**config.mk**
```make
export PLATFORM = sky130hd
export DESIGN_NAME = linear_array_deque
export DESIGN_NICKNAME = d
export VERILOG_FILES = /design/src/design/ldq_pkg.sv /design/src/design/ldq_front.sv /design/src/design/ldq_back.sv /design/src/design/linear_array_deque.sv
export SDC_FILE = /design/constraint.sdc
export NUM_CORES = 1
export LEC_CHECK = 0
export ABC_AREA = 1
export BUFFER_PORTS_ARGS = -buffer_cell sky130_fd_sc_hd__clkbuf_2
export CAP_MARGIN = 5
export CORE_MARGIN = 4
export CORE_UTILIZATION = 50
export DETAILED_ROUTE_END_ITERATION = 16
export PLACE_DENSITY = 0.7
export SETUP_SLACK_MARGIN = 0.1
export SYNTH_ARGS = -nofsm -noshare
export SYNTH_HDL_FRONTEND = slang
export SYNTH_SLANG_ARGS = --single-unit
```
**constraint.sdc**
```tcl
create_clock -name clk -period 10.2 [get_ports clk]
set_input_delay 0 -clock clk [delete_from_list [all_inputs] [get_ports clk]]
set_output_delay 0 -clock clk [all_outputs]
set_load 0.01 [all_outputs]
```
**src/design/ldq_pkg.sv**
```systemverilog
// ----------------------------------------------------------------------------
// ldq_pkg
// Shared types and codes of the linear-array deque: operation kinds, result
// status codes and the command item passed from front to back.
// ----------------------------------------------------------------------------
`default_nettype none

package ldq_pkg;

    localparam int VALUE_W    = 32;
    localparam int KIND_W     = 3;
    localparam int STATUS_W   = 2;
    localparam int CMDQ_DEPTH = 2;

    // Operation kinds as they arrive on the input channel
    localparam logic [KIND_W-1:0] KIND_INS_FRONT = 3'd0;
    localparam logic [KIND_W-1:0] KIND_DEL_FRONT = 3'd1;
    localparam logic [KIND_W-1:0] KIND_INS_REAR  = 3'd2;
    localparam logic [KIND_W-1:0] KIND_DEL_REAR  = 3'd3;
    localparam logic [KIND_W-1:0] KIND_DUMP      = 3'd4;

    // Result status codes
    localparam logic [STATUS_W-1:0] ST_OK      = 2'd0;
    localparam logic [STATUS_W-1:0] ST_REFUSED = 2'd1;
    localparam logic [STATUS_W-1:0] ST_EMPTY   = 2'd2;

    typedef enum logic [2:0] {
        OP_INS_FRONT,
        OP_DEL_FRONT,
        OP_INS_REAR,
        OP_DEL_REAR,
        OP_DUMP
    } op_t;

    typedef struct packed {
        op_t                       op;
        logic signed [VALUE_W-1:0] value;
    } cmd_t;

endpackage

`default_nettype wire

```
**src/design/ldq_front.sv**
```systemverilog
// ----------------------------------------------------------------------------
// ldq_front
// Accepts input items, decodes the kind into an operation and holds the
// decoded commands in a short queue for the back end. Unused kinds are
// accepted and dropped.
// ----------------------------------------------------------------------------
`default_nettype none

module ldq_front
    import ldq_pkg::*;
(
    input  wire logic                       clk,
    input  wire logic                       rst_n,
    input  wire logic                       in_valid,
    output logic                            in_stall,
    input  wire logic [KIND_W-1:0]          kind,
    input  wire logic signed [VALUE_W-1:0]  value,
    output logic                            cmd_valid,
    input  wire logic                       cmd_stall,
    output cmd_t                            cmd
);

    localparam int QPW = (CMDQ_DEPTH > 1) ? $clog2(CMDQ_DEPTH) : 1;
    localparam int QCW = $clog2(CMDQ_DEPTH + 1);

    cmd_t           q_mem [CMDQ_DEPTH];
    logic [QPW-1:0] wr_ptr_reg, wr_ptr_next;
    logic [QPW-1:0] rd_ptr_reg, rd_ptr_next;
    logic [QCW-1:0] count_reg, count_next;
    logic           known;
    op_t            op;
    logic           push, pop;

    always_comb
    begin
        known = 1'b1;
        op    = OP_DUMP;
        case (kind)
            KIND_INS_FRONT: op = OP_INS_FRONT;
            KIND_DEL_FRONT: op = OP_DEL_FRONT;
            KIND_INS_REAR:  op = OP_INS_REAR;
            KIND_DEL_REAR:  op = OP_DEL_REAR;
            KIND_DUMP:      op = OP_DUMP;
            default:        known = 1'b0;
        endcase
    end

    assign in_stall  = (count_reg == QCW'(CMDQ_DEPTH));
    assign cmd_valid = (count_reg != '0);
    assign cmd       = q_mem[rd_ptr_reg];

    assign push = in_valid && !in_stall && known;
    assign pop  = cmd_valid && !cmd_stall;

    always_comb
    begin
        wr_ptr_next = wr_ptr_reg;
        rd_ptr_next = rd_ptr_reg;
        count_next  = count_reg;
        if (push)
        begin
            wr_ptr_next = (wr_ptr_reg == QPW'(CMDQ_DEPTH - 1)) ? '0 : wr_ptr_reg + 1'b1;
        end
        if (pop)
        begin
            rd_ptr_next = (rd_ptr_reg == QPW'(CMDQ_DEPTH - 1)) ? '0 : rd_ptr_reg + 1'b1;
        end
        if (push && !pop)
        begin
            count_next = count_reg + 1'b1;
        end
        else if (pop && !push)
        begin
            count_next = count_reg - 1'b1;
        end
    end

    always_ff @(posedge clk or negedge rst_n)
    begin
        if (!rst_n)
        begin
            wr_ptr_reg <= '0;
            rd_ptr_reg <= '0;
            count_reg  <= '0;
        end
        else
        begin
            wr_ptr_reg <= wr_ptr_next;
            rd_ptr_reg <= rd_ptr_next;
            count_reg  <= count_next;
        end
    end

    always_ff @(posedge clk)
    begin
        if (push)
        begin
            q_mem[wr_ptr_reg] <= '{op: op, value: value};
        end
    end

endmodule

`default_nettype wire

```
**src/design/ldq_back.sv**
```systemverilog
// ----------------------------------------------------------------------------
// ldq_back
// Executes deque commands against the element store: keeps the head and
// tail indices, writes inserts, reads deletes and walks the store for a
// dump. Results leave through an output register.
// ----------------------------------------------------------------------------
`default_nettype none

module ldq_back
    import ldq_pkg::*;
#(
    parameter int DEPTH = 16
)
(
    input  wire logic                       clk,
    input  wire logic                       rst_n,
    input  wire logic                       cmd_valid,
    output logic                            cmd_stall,
    input  wire cmd_t                       cmd,
    output logic                            out_valid,
    input  wire logic                       out_stall,
    output logic [STATUS_W-1:0]             status,
    output logic signed [VALUE_W-1:0]       data,
    output logic                            last
);

    localparam int IW = $clog2(DEPTH);
    localparam int TW = $clog2(DEPTH + 1);

    typedef enum logic [1:0] {
        S_IDLE = 2'b01,
        S_EMIT = 2'b10
    } back_state_t;

    back_state_t state_reg, state_next;
    logic [IW-1:0] head_reg, head_next;
    logic [TW-1:0] tail_reg, tail_next;
    logic [IW-1:0] ptr_reg, ptr_next;
    logic          last_reg, last_next;

    logic [VALUE_W-1:0] store_mem [DEPTH];
    logic [VALUE_W-1:0] rd_data_reg;
    logic               wr_en, rd_en;
    logic [IW-1:0]      wr_addr, rd_addr;
    logic [VALUE_W-1:0] wr_data;

    logic                      out_valid_reg, out_valid_next;
    logic [STATUS_W-1:0]       out_status_reg;
    logic signed [VALUE_W-1:0] out_data_reg;
    logic                      out_last_reg;

    logic                      emit;
    logic [STATUS_W-1:0]       emit_status;
    logic [VALUE_W-1:0]        emit_data;
    logic                      emit_last;

    logic          can_emit, empty, head_at_zero, tail_full;
    logic [TW-1:0] head_ext, head_inc, tail_dec, ptr_inc;

    assign can_emit     = !out_valid_reg || !out_stall;
    assign empty        = (tail_reg == '0);
    assign head_at_zero = (head_reg == '0);
    assign tail_full    = (tail_reg == TW'(DEPTH));
    assign head_ext     = TW'(head_reg);
    assign head_inc     = head_ext + 1'b1;
    assign tail_dec     = tail_reg - 1'b1;
    assign ptr_inc      = TW'(ptr_reg) + 1'b1;

    always_comb
    begin
        state_next  = state_reg;
        head_next   = head_reg;
        tail_next   = tail_reg;
        ptr_next    = ptr_reg;
        last_next   = last_reg;
        cmd_stall   = 1'b1;
        wr_en       = 1'b0;
        wr_addr     = '0;
        wr_data     = cmd.value;
        rd_en       = 1'b0;
        rd_addr     = '0;
        emit        = 1'b0;
        emit_status = ST_OK;
        emit_data   = '0;
        emit_last   = 1'b1;

        case (state_reg)
            S_IDLE:
            begin
                if (cmd_valid)
                begin
                    case (cmd.op)
                        OP_INS_FRONT:
                        begin
                            if (can_emit)
                            begin
                                cmd_stall = 1'b0;
                                emit      = 1'b1;
                                if (!empty && head_at_zero)
                                begin
                                    emit_status = ST_REFUSED;
                                end
                                else if (empty)
                                begin
                                    // empty queue: place at the rear, slot zero
                                    wr_en     = 1'b1;
                                    wr_addr   = '0;
                                    tail_next = TW'(1);
                                end
                                else
                                begin
                                    wr_en     = 1'b1;
                                    wr_addr   = head_reg - 1'b1;
                                    head_next = head_reg - 1'b1;
                                end
                            end
                        end
                        OP_INS_REAR:
                        begin
                            if (can_emit)
                            begin
                                cmd_stall = 1'b0;
                                emit      = 1'b1;
                                if (tail_full)
                                begin
                                    emit_status = ST_REFUSED;
                                end
                                else
                                begin
                                    wr_en     = 1'b1;
                                    wr_addr   = IW'(tail_reg);
                                    tail_next = tail_reg + 1'b1;
                                end
                            end
                        end
                        OP_DEL_FRONT:
                        begin
                            if (empty)
                            begin
                                if (can_emit)
                                begin
                                    cmd_stall   = 1'b0;
                                    emit        = 1'b1;
                                    emit_status = ST_EMPTY;
                                end
                            end
                            else
                            begin
                                cmd_stall  = 1'b0;
                                rd_en      = 1'b1;
                                rd_addr    = head_reg;
                                last_next  = 1'b1;
                                state_next = S_EMIT;
                                if (head_inc >= tail_reg)
                                begin
                                    head_next = '0;
                                    tail_next = '0;
                                end
                                else
                                begin
                                    head_next = head_reg + 1'b1;
                                end
                            end
                        end
                        OP_DEL_REAR:
                        begin
                            if (empty)
                            begin
                                if (can_emit)
                                begin
                                    cmd_stall   = 1'b0;
                                    emit        = 1'b1;
                                    emit_status = ST_EMPTY;
                                end
                            end
                            else
                            begin
                                cmd_stall  = 1'b0;
                                rd_en      = 1'b1;
                                rd_addr    = IW'(tail_dec);
                                last_next  = 1'b1;
                                state_next = S_EMIT;
                                if (tail_dec <= head_ext)
                                begin
                                    head_next = '0;
                                    tail_next = '0;
                                end
                                else
                                begin
                                    tail_next = tail_dec;
                                end
                            end
                        end
                        OP_DUMP:
                        begin
                            if (empty)
                            begin
                                if (can_emit)
                                begin
                                    cmd_stall   = 1'b0;
                                    emit        = 1'b1;
                                    emit_status = ST_EMPTY;
                                end
                            end
                            else
                            begin
                                cmd_stall  = 1'b0;
                                rd_en      = 1'b1;
                                rd_addr    = head_reg;
                                ptr_next   = head_reg;
                                last_next  = (head_inc == tail_reg);
                                state_next = S_EMIT;
                            end
                        end
                        default:
                        begin
                            // drop anything undecodable
                            cmd_stall = 1'b0;
                        end
                    endcase
                end
            end
            S_EMIT:
            begin
                if (can_emit)
                begin
                    emit        = 1'b1;
                    emit_status = ST_OK;
                    emit_data   = rd_data_reg;
                    emit_last   = last_reg;
                    if (last_reg)
                    begin
                        state_next = S_IDLE;
                    end
                    else
                    begin
                        // advance the dump walk, next element lands next cycle
                        ptr_next  = IW'(ptr_inc);
                        rd_en     = 1'b1;
                        rd_addr   = IW'(ptr_inc);
                        last_next = ((ptr_inc + 1'b1) == tail_reg);
                    end
                end
            end
            default:
            begin
                state_next = S_IDLE;
            end
        endcase
    end

    always_comb
    begin
        out_valid_next = out_valid_reg;
        if (emit)
        begin
            out_valid_next = 1'b1;
        end
        else if (out_valid_reg && !out_stall)
        begin
            out_valid_next = 1'b0;
        end
    end

    always_ff @(posedge clk or negedge rst_n)
    begin
        if (!rst_n)
        begin
            state_reg     <= S_IDLE;
            head_reg      <= '0;
            tail_reg      <= '0;
            ptr_reg       <= '0;
            last_reg      <= 1'b0;
            out_valid_reg <= 1'b0;
        end
        else
        begin
            state_reg     <= state_next;
            head_reg      <= head_next;
            tail_reg      <= tail_next;
            ptr_reg       <= ptr_next;
            last_reg      <= last_next;
            out_valid_reg <= out_valid_next;
        end
    end

    always_ff @(posedge clk)
    begin
        if (emit)
        begin
            out_status_reg <= emit_status;
            out_data_reg   <= emit_data;
            out_last_reg   <= emit_last;
        end
    end

    always_ff @(posedge clk)
    begin
        if (wr_en)
        begin
            store_mem[wr_addr] <= wr_data;
        end
        if (rd_en)
        begin
            rd_data_reg <= store_mem[rd_addr];
        end
    end

    assign out_valid = out_valid_reg;
    assign status    = out_status_reg;
    assign data      = out_data_reg;
    assign last      = out_last_reg;

    a_head_below_tail: assert property (@(posedge clk) disable iff (!rst_n)
        (tail_reg != '0) |-> (TW'(head_reg) < tail_reg))
        else $error("head index not below tail on a non-empty queue");

    a_empty_head_zero: assert property (@(posedge clk) disable iff (!rst_n)
        (tail_reg == '0) |-> (head_reg == '0))
        else $error("empty queue with head index away from zero");

    a_nonok_data_zero: assert property (@(posedge clk) disable iff (!rst_n)
        (out_valid_reg && (out_status_reg != ST_OK)) |-> (out_data_reg == '0))
        else $error("result with non-ok status carries data");

    a_walk_in_range: assert property (@(posedge clk) disable iff (!rst_n)
        ((state_reg == S_EMIT) && !last_reg) |-> ((TW'(ptr_reg) + 1'b1) < tail_reg))
        else $error("dump walk ran past the tail");

endmodule

`default_nettype wire

```
**src/design/linear_array_deque.sv**
```systemverilog
// Double-ended queue in a fixed, non-circular array of DEPTH 32-bit entries.
// Each item carries a kind (insert front, delete front, insert rear, delete
// rear, dump) and a value; kinds 5 to 7 are taken and produce no result.
// Items enter a two-entry command queue, so the input keeps flowing while
// the back end works or a result waits. Inserts and refused or empty
// operations run at one item per cycle unless the output stalls. A
// successful delete or dump reads each element through the registered store
// read port and takes no new command until its last result. Every item
// yields at least one result except the unused kinds; the final result of an
// item has last set. Data is zero whenever status is not ok and on inserts.
// ----------------------------------------------------------------------------
// linear_array_deque
// Top level: input decode and command queue in front, deque execution and
// element store behind it.
// ----------------------------------------------------------------------------
`default_nettype none

module linear_array_deque
    import ldq_pkg::*;
#(
    parameter int DEPTH = 16
)
(
    input  wire logic                       clk,
    input  wire logic                       rst_n,
    input  wire logic                       in_valid,
    output logic                            in_stall,
    input  wire logic [KIND_W-1:0]          kind,
    input  wire logic signed [VALUE_W-1:0]  value,
    output logic                            out_valid,
    input  wire logic                       out_stall,
    output logic [STATUS_W-1:0]             status,
    output logic signed [VALUE_W-1:0]       data,
    output logic                            last
);

    logic cmd_valid;
    logic cmd_stall;
    cmd_t cmd;

    ldq_front u_front (
        .clk       (clk),
        .rst_n     (rst_n),
        .in_valid  (in_valid),
        .in_stall  (in_stall),
        .kind      (kind),
        .value     (value),
        .cmd_valid (cmd_valid),
        .cmd_stall (cmd_stall),
        .cmd       (cmd)
    );

    ldq_back #(
        .DEPTH (DEPTH)
    ) u_back (
        .clk       (clk),
        .rst_n     (rst_n),
        .cmd_valid (cmd_valid),
        .cmd_stall (cmd_stall),
        .cmd       (cmd),
        .out_valid (out_valid),
        .out_stall (out_stall),
        .status    (status),
        .data      (data),
        .last      (last)
    );

endmodule

`default_nettype wire

```
==> results.json <==
{
  "cts.repair.resized": 0,
  "drive_gt1_share_pct": 8.75,
  "insertion_delay_ps": 610,
  "timing.rr.start": "u_back.state_reg[0]",
  "setup_violations": 0,
  "arrival_ps": 5460,
  "place.gp.congestion": 0.898,
  "dr_total_vias": 19854,
  "track_usage_pct": 22.4,
  "synthFlopType": "edfxtp_1",
  "drt_wl_total_um": 71800,
  "r2r-end": "u_back.rd_data_reg[9]",
  "grt_pass1_wl_um": 110000,
  "cts_max_level": 3,
  "crit_family": "simple AND/OR/NAND/NOR gates",
  "via_per_inst": 5.55,
  "avgSynthCellArea_um2": 11.0,
  "topRoutingLayerUsed": "met4",
  "drt_iter0_drc": 1999,
  "slew_violations": 0,
  "cts_root_buffer": "clkbuf_16",
  "cts_made_buffers": 70,
  "cts_tree": "yes",
  "met1Wirelength_um": 29500,
  "cts.sinks": 670,
  "fin_setup_tns_ps": 0,
  "hold_viol": 0,
  "worstMarginPinSlew_ps": 1170,
  "boundaryPins": 76,
  "dp_cells": 3414,
  "dr.pass1.iters": 6,
  "synth_seq_area_share_pct": 67.9,
  "io_buffers": 75,
  "synth_cell_type_count": 38,
  "rsz0062_at_grt": "no",
  "drcViolationCount": 0,
  "nFillCells": 4699,
  "cp_cell_sequence": "inv_1 > ha_1 > inv_2 > nor2_1 > inv_2 > nor2_2 > nand2_2 > buf_4 > nand2_8 > nand2_8 > nand2_1 > nand3_1 > nand3_1 > nand3_1 > nand2_1",
  "worst-path-max-fanout": 154,
  "synth-seq-cells": 670,
  "mostFrequentLayoutCell": "edfxtp_1",
  "wl_met2_um": 33400,
  "biggestRegsByFlops": "u_back.store_mem (512), u_front.q_mem (70)",
  "ys_warn_count": 0,
  "cp-start-kind": "register",
  "dieArea_um2": 62900,
  "min_from": "value[19]",
  "cts_buffer_depth": 3,
  "async_flop_share_pct": 3.13,
  "die_h_um": 251,
  "reg2reg_depth": 15,
  "finalCritPeriodShare_pct": 50.0,
  "clk_pin_slew_worst_paths_ps": 60,
  "fmax_ghz": 0.196,
  "required_ps": 10560,
  "slew_headroom_pct": 22.3,
  "syn_area_um2": 29500,
  "antenna_cells": 0,
  "cts_hold_buf": 40,
  "fin_nets": 2818,
  "grt_max_degree": 155,
  "status": "finished, final reports clean",
  "design.core.area_um2": 58000,
  "regMostFlops": "u_back.store_mem",
  "skew_ps": 25.2,
  "hold_path_class": "in -> reg",
  "period_needed_ps": 5110,
  "ant_nets": 0,
  "die_width_um": 251,
  "areaGrowthSynthToFinish_pct": 12.1,
  "powerDensity_nw_per_um2": 269,
  "rows": 88,
  "overflow": 0,
  "worst_hold_path.endpoint": "u_front.q_mem[1][19]",
  "synth_cells": 2690,
  "grt_pass1_vias": 19337,
  "irDropWorstVdd_uv": 256,
  "fin_cells": 3577,
  "reg2reg_slack_ps": 5090,
  "antenna_found_initial": 0,
  "path_buf_inv": 4,
  "dp_hpwl_um": 37600,
  "maxCapViolCount": 0,
  "finalPower_mw": 8.88,
  "critical_path_class": "reg -> reg",
  "crit_top_cell": "nand3_1",
  "synth_edf_count": 649,
  "start_util_pct": 50.8,
  "cts_setup_buffers": 0,
  "synth_nets": 2747,
  "hold_path_depth": 2,
  "post_drt_wl_per_cell_um": 20.1,
  "largest_register_ff_count": 512,
  "final_cell_mix": "649 x edfxtp_1, 630 x nand3_1, 465 x inv_1",
  "max_stage_delay_ps": 1090,
  "route.met3.wl_um": 6910,
  "slowest_stage": "nand2_8",
  "p_leak_nw": 13.4,
  "crit_path_end_kind": "register"
}
-- worst max path at each step --
stage	to	startpoint	cells after the start	slack, ps
final	u_back.rd_data_reg[9]	u_back.state_reg[0]	15	5090
after global routing	u_back.rd_data_reg[5]	u_back.state_reg[0]	15	4790
after CTS	u_back.rd_data_reg[0]	u_back.state_reg[0]	15	5220
after detailed placement	u_back.rd_data_reg[9]	u_back.state_reg[0]	15	5230
after global placement	u_back.rd_data_reg[28]	u_back.state_reg[0]	15	5380
after floorplan	u_back.store_mem[13][0]	u_back.tail_reg[0]	13	6690
-- metal layers --
metal | track usage, % | vias to the layer above
li1 | - | 9219
met1 | 31.5 | 9486
met2 | 36.0 | 986
met3 | 3.46 | 163
met4 | 7.73 | 0
met5 | 0 | -
-- through the flow --
| step | hold slack [ps] | worst slack (ps) | utilization (%) | instance area, µm² |
|---|---|---|---|---|
| after CTS | 95.5 | 5220 | 57.0 | 33000 |
| after global routing | 123 | 4790 | 57.0 | 33000 |
| after global placement | 21.3 | 5380 | 52.6 | 30500 |
| after floorplan | -296 | 6690 | - | 29500 |
| after detailed placement | 26.1 | 5230 | 52.6 | 30500 |
| final | 122 | 5090 | 57.0 | 33000 |
-- final cells by class --
type / instances / area, µm² / area share, %
Sequential cell: 670 / 20000 / 60.6
Multi-Input combinational cell: 1393 / 7150 / 21.6
Clock buffer: 85 / 1830 / 5.53
Inverter: 480 / 1810 / 5.47
Timing Repair Buffer: 146 / 1010 / 3.05
Tap cell: 765 / 957 / 2.90
Clock inverter: 38 / 277 / 0.837
-- cell usage after synthesis (all sizes together) (7+ instances only) --
library cell / count / area share (%)
edfxtp: 649 / 66
nand3: 630 / 11
inv: 476 / 6.1
nand2: 441 / 5.7
nand3b: 128 / 3.3
buf: 97 / 1.8
nor2: 83 / 1.1
clkbuf: 50 / 0.64
o21ai: 36 / 0.62
dfrtp: 20 / 1.7
ha: 18 / 0.76
xor2: 12 / 0.36
a21oi: 11 / 0.19
o22ai: 7 / 0.15
-- cell families (layout without fill, tap and decap cells) --
logic type | count (synthesis) | in the layout | share of synthesized area [%]
DFF | 670 | 670 | 67.9
and+or+nand+nor | 1293 | 1293 | 21.0
adders and majority gates | 18 | 18 | 0.764
buffers and inverters | 627 | 749 | 8.57
xor gates and xnor gates | 17 | 17 | 0.505
AOI/OAI and AO/OA | 65 | 65 | 1.26
-- power breakdown --
group / total, mW / switching [mW] / internal (mW)
sequential: 3.73 / 0.102 / 3.63
combinational: 2.76 / 2.13 / 0.635
clock: 2.38 / 1.03 / 1.35
total: 8.88 / 3.26 / 5.62
Power figures use the tool's default switching activity.
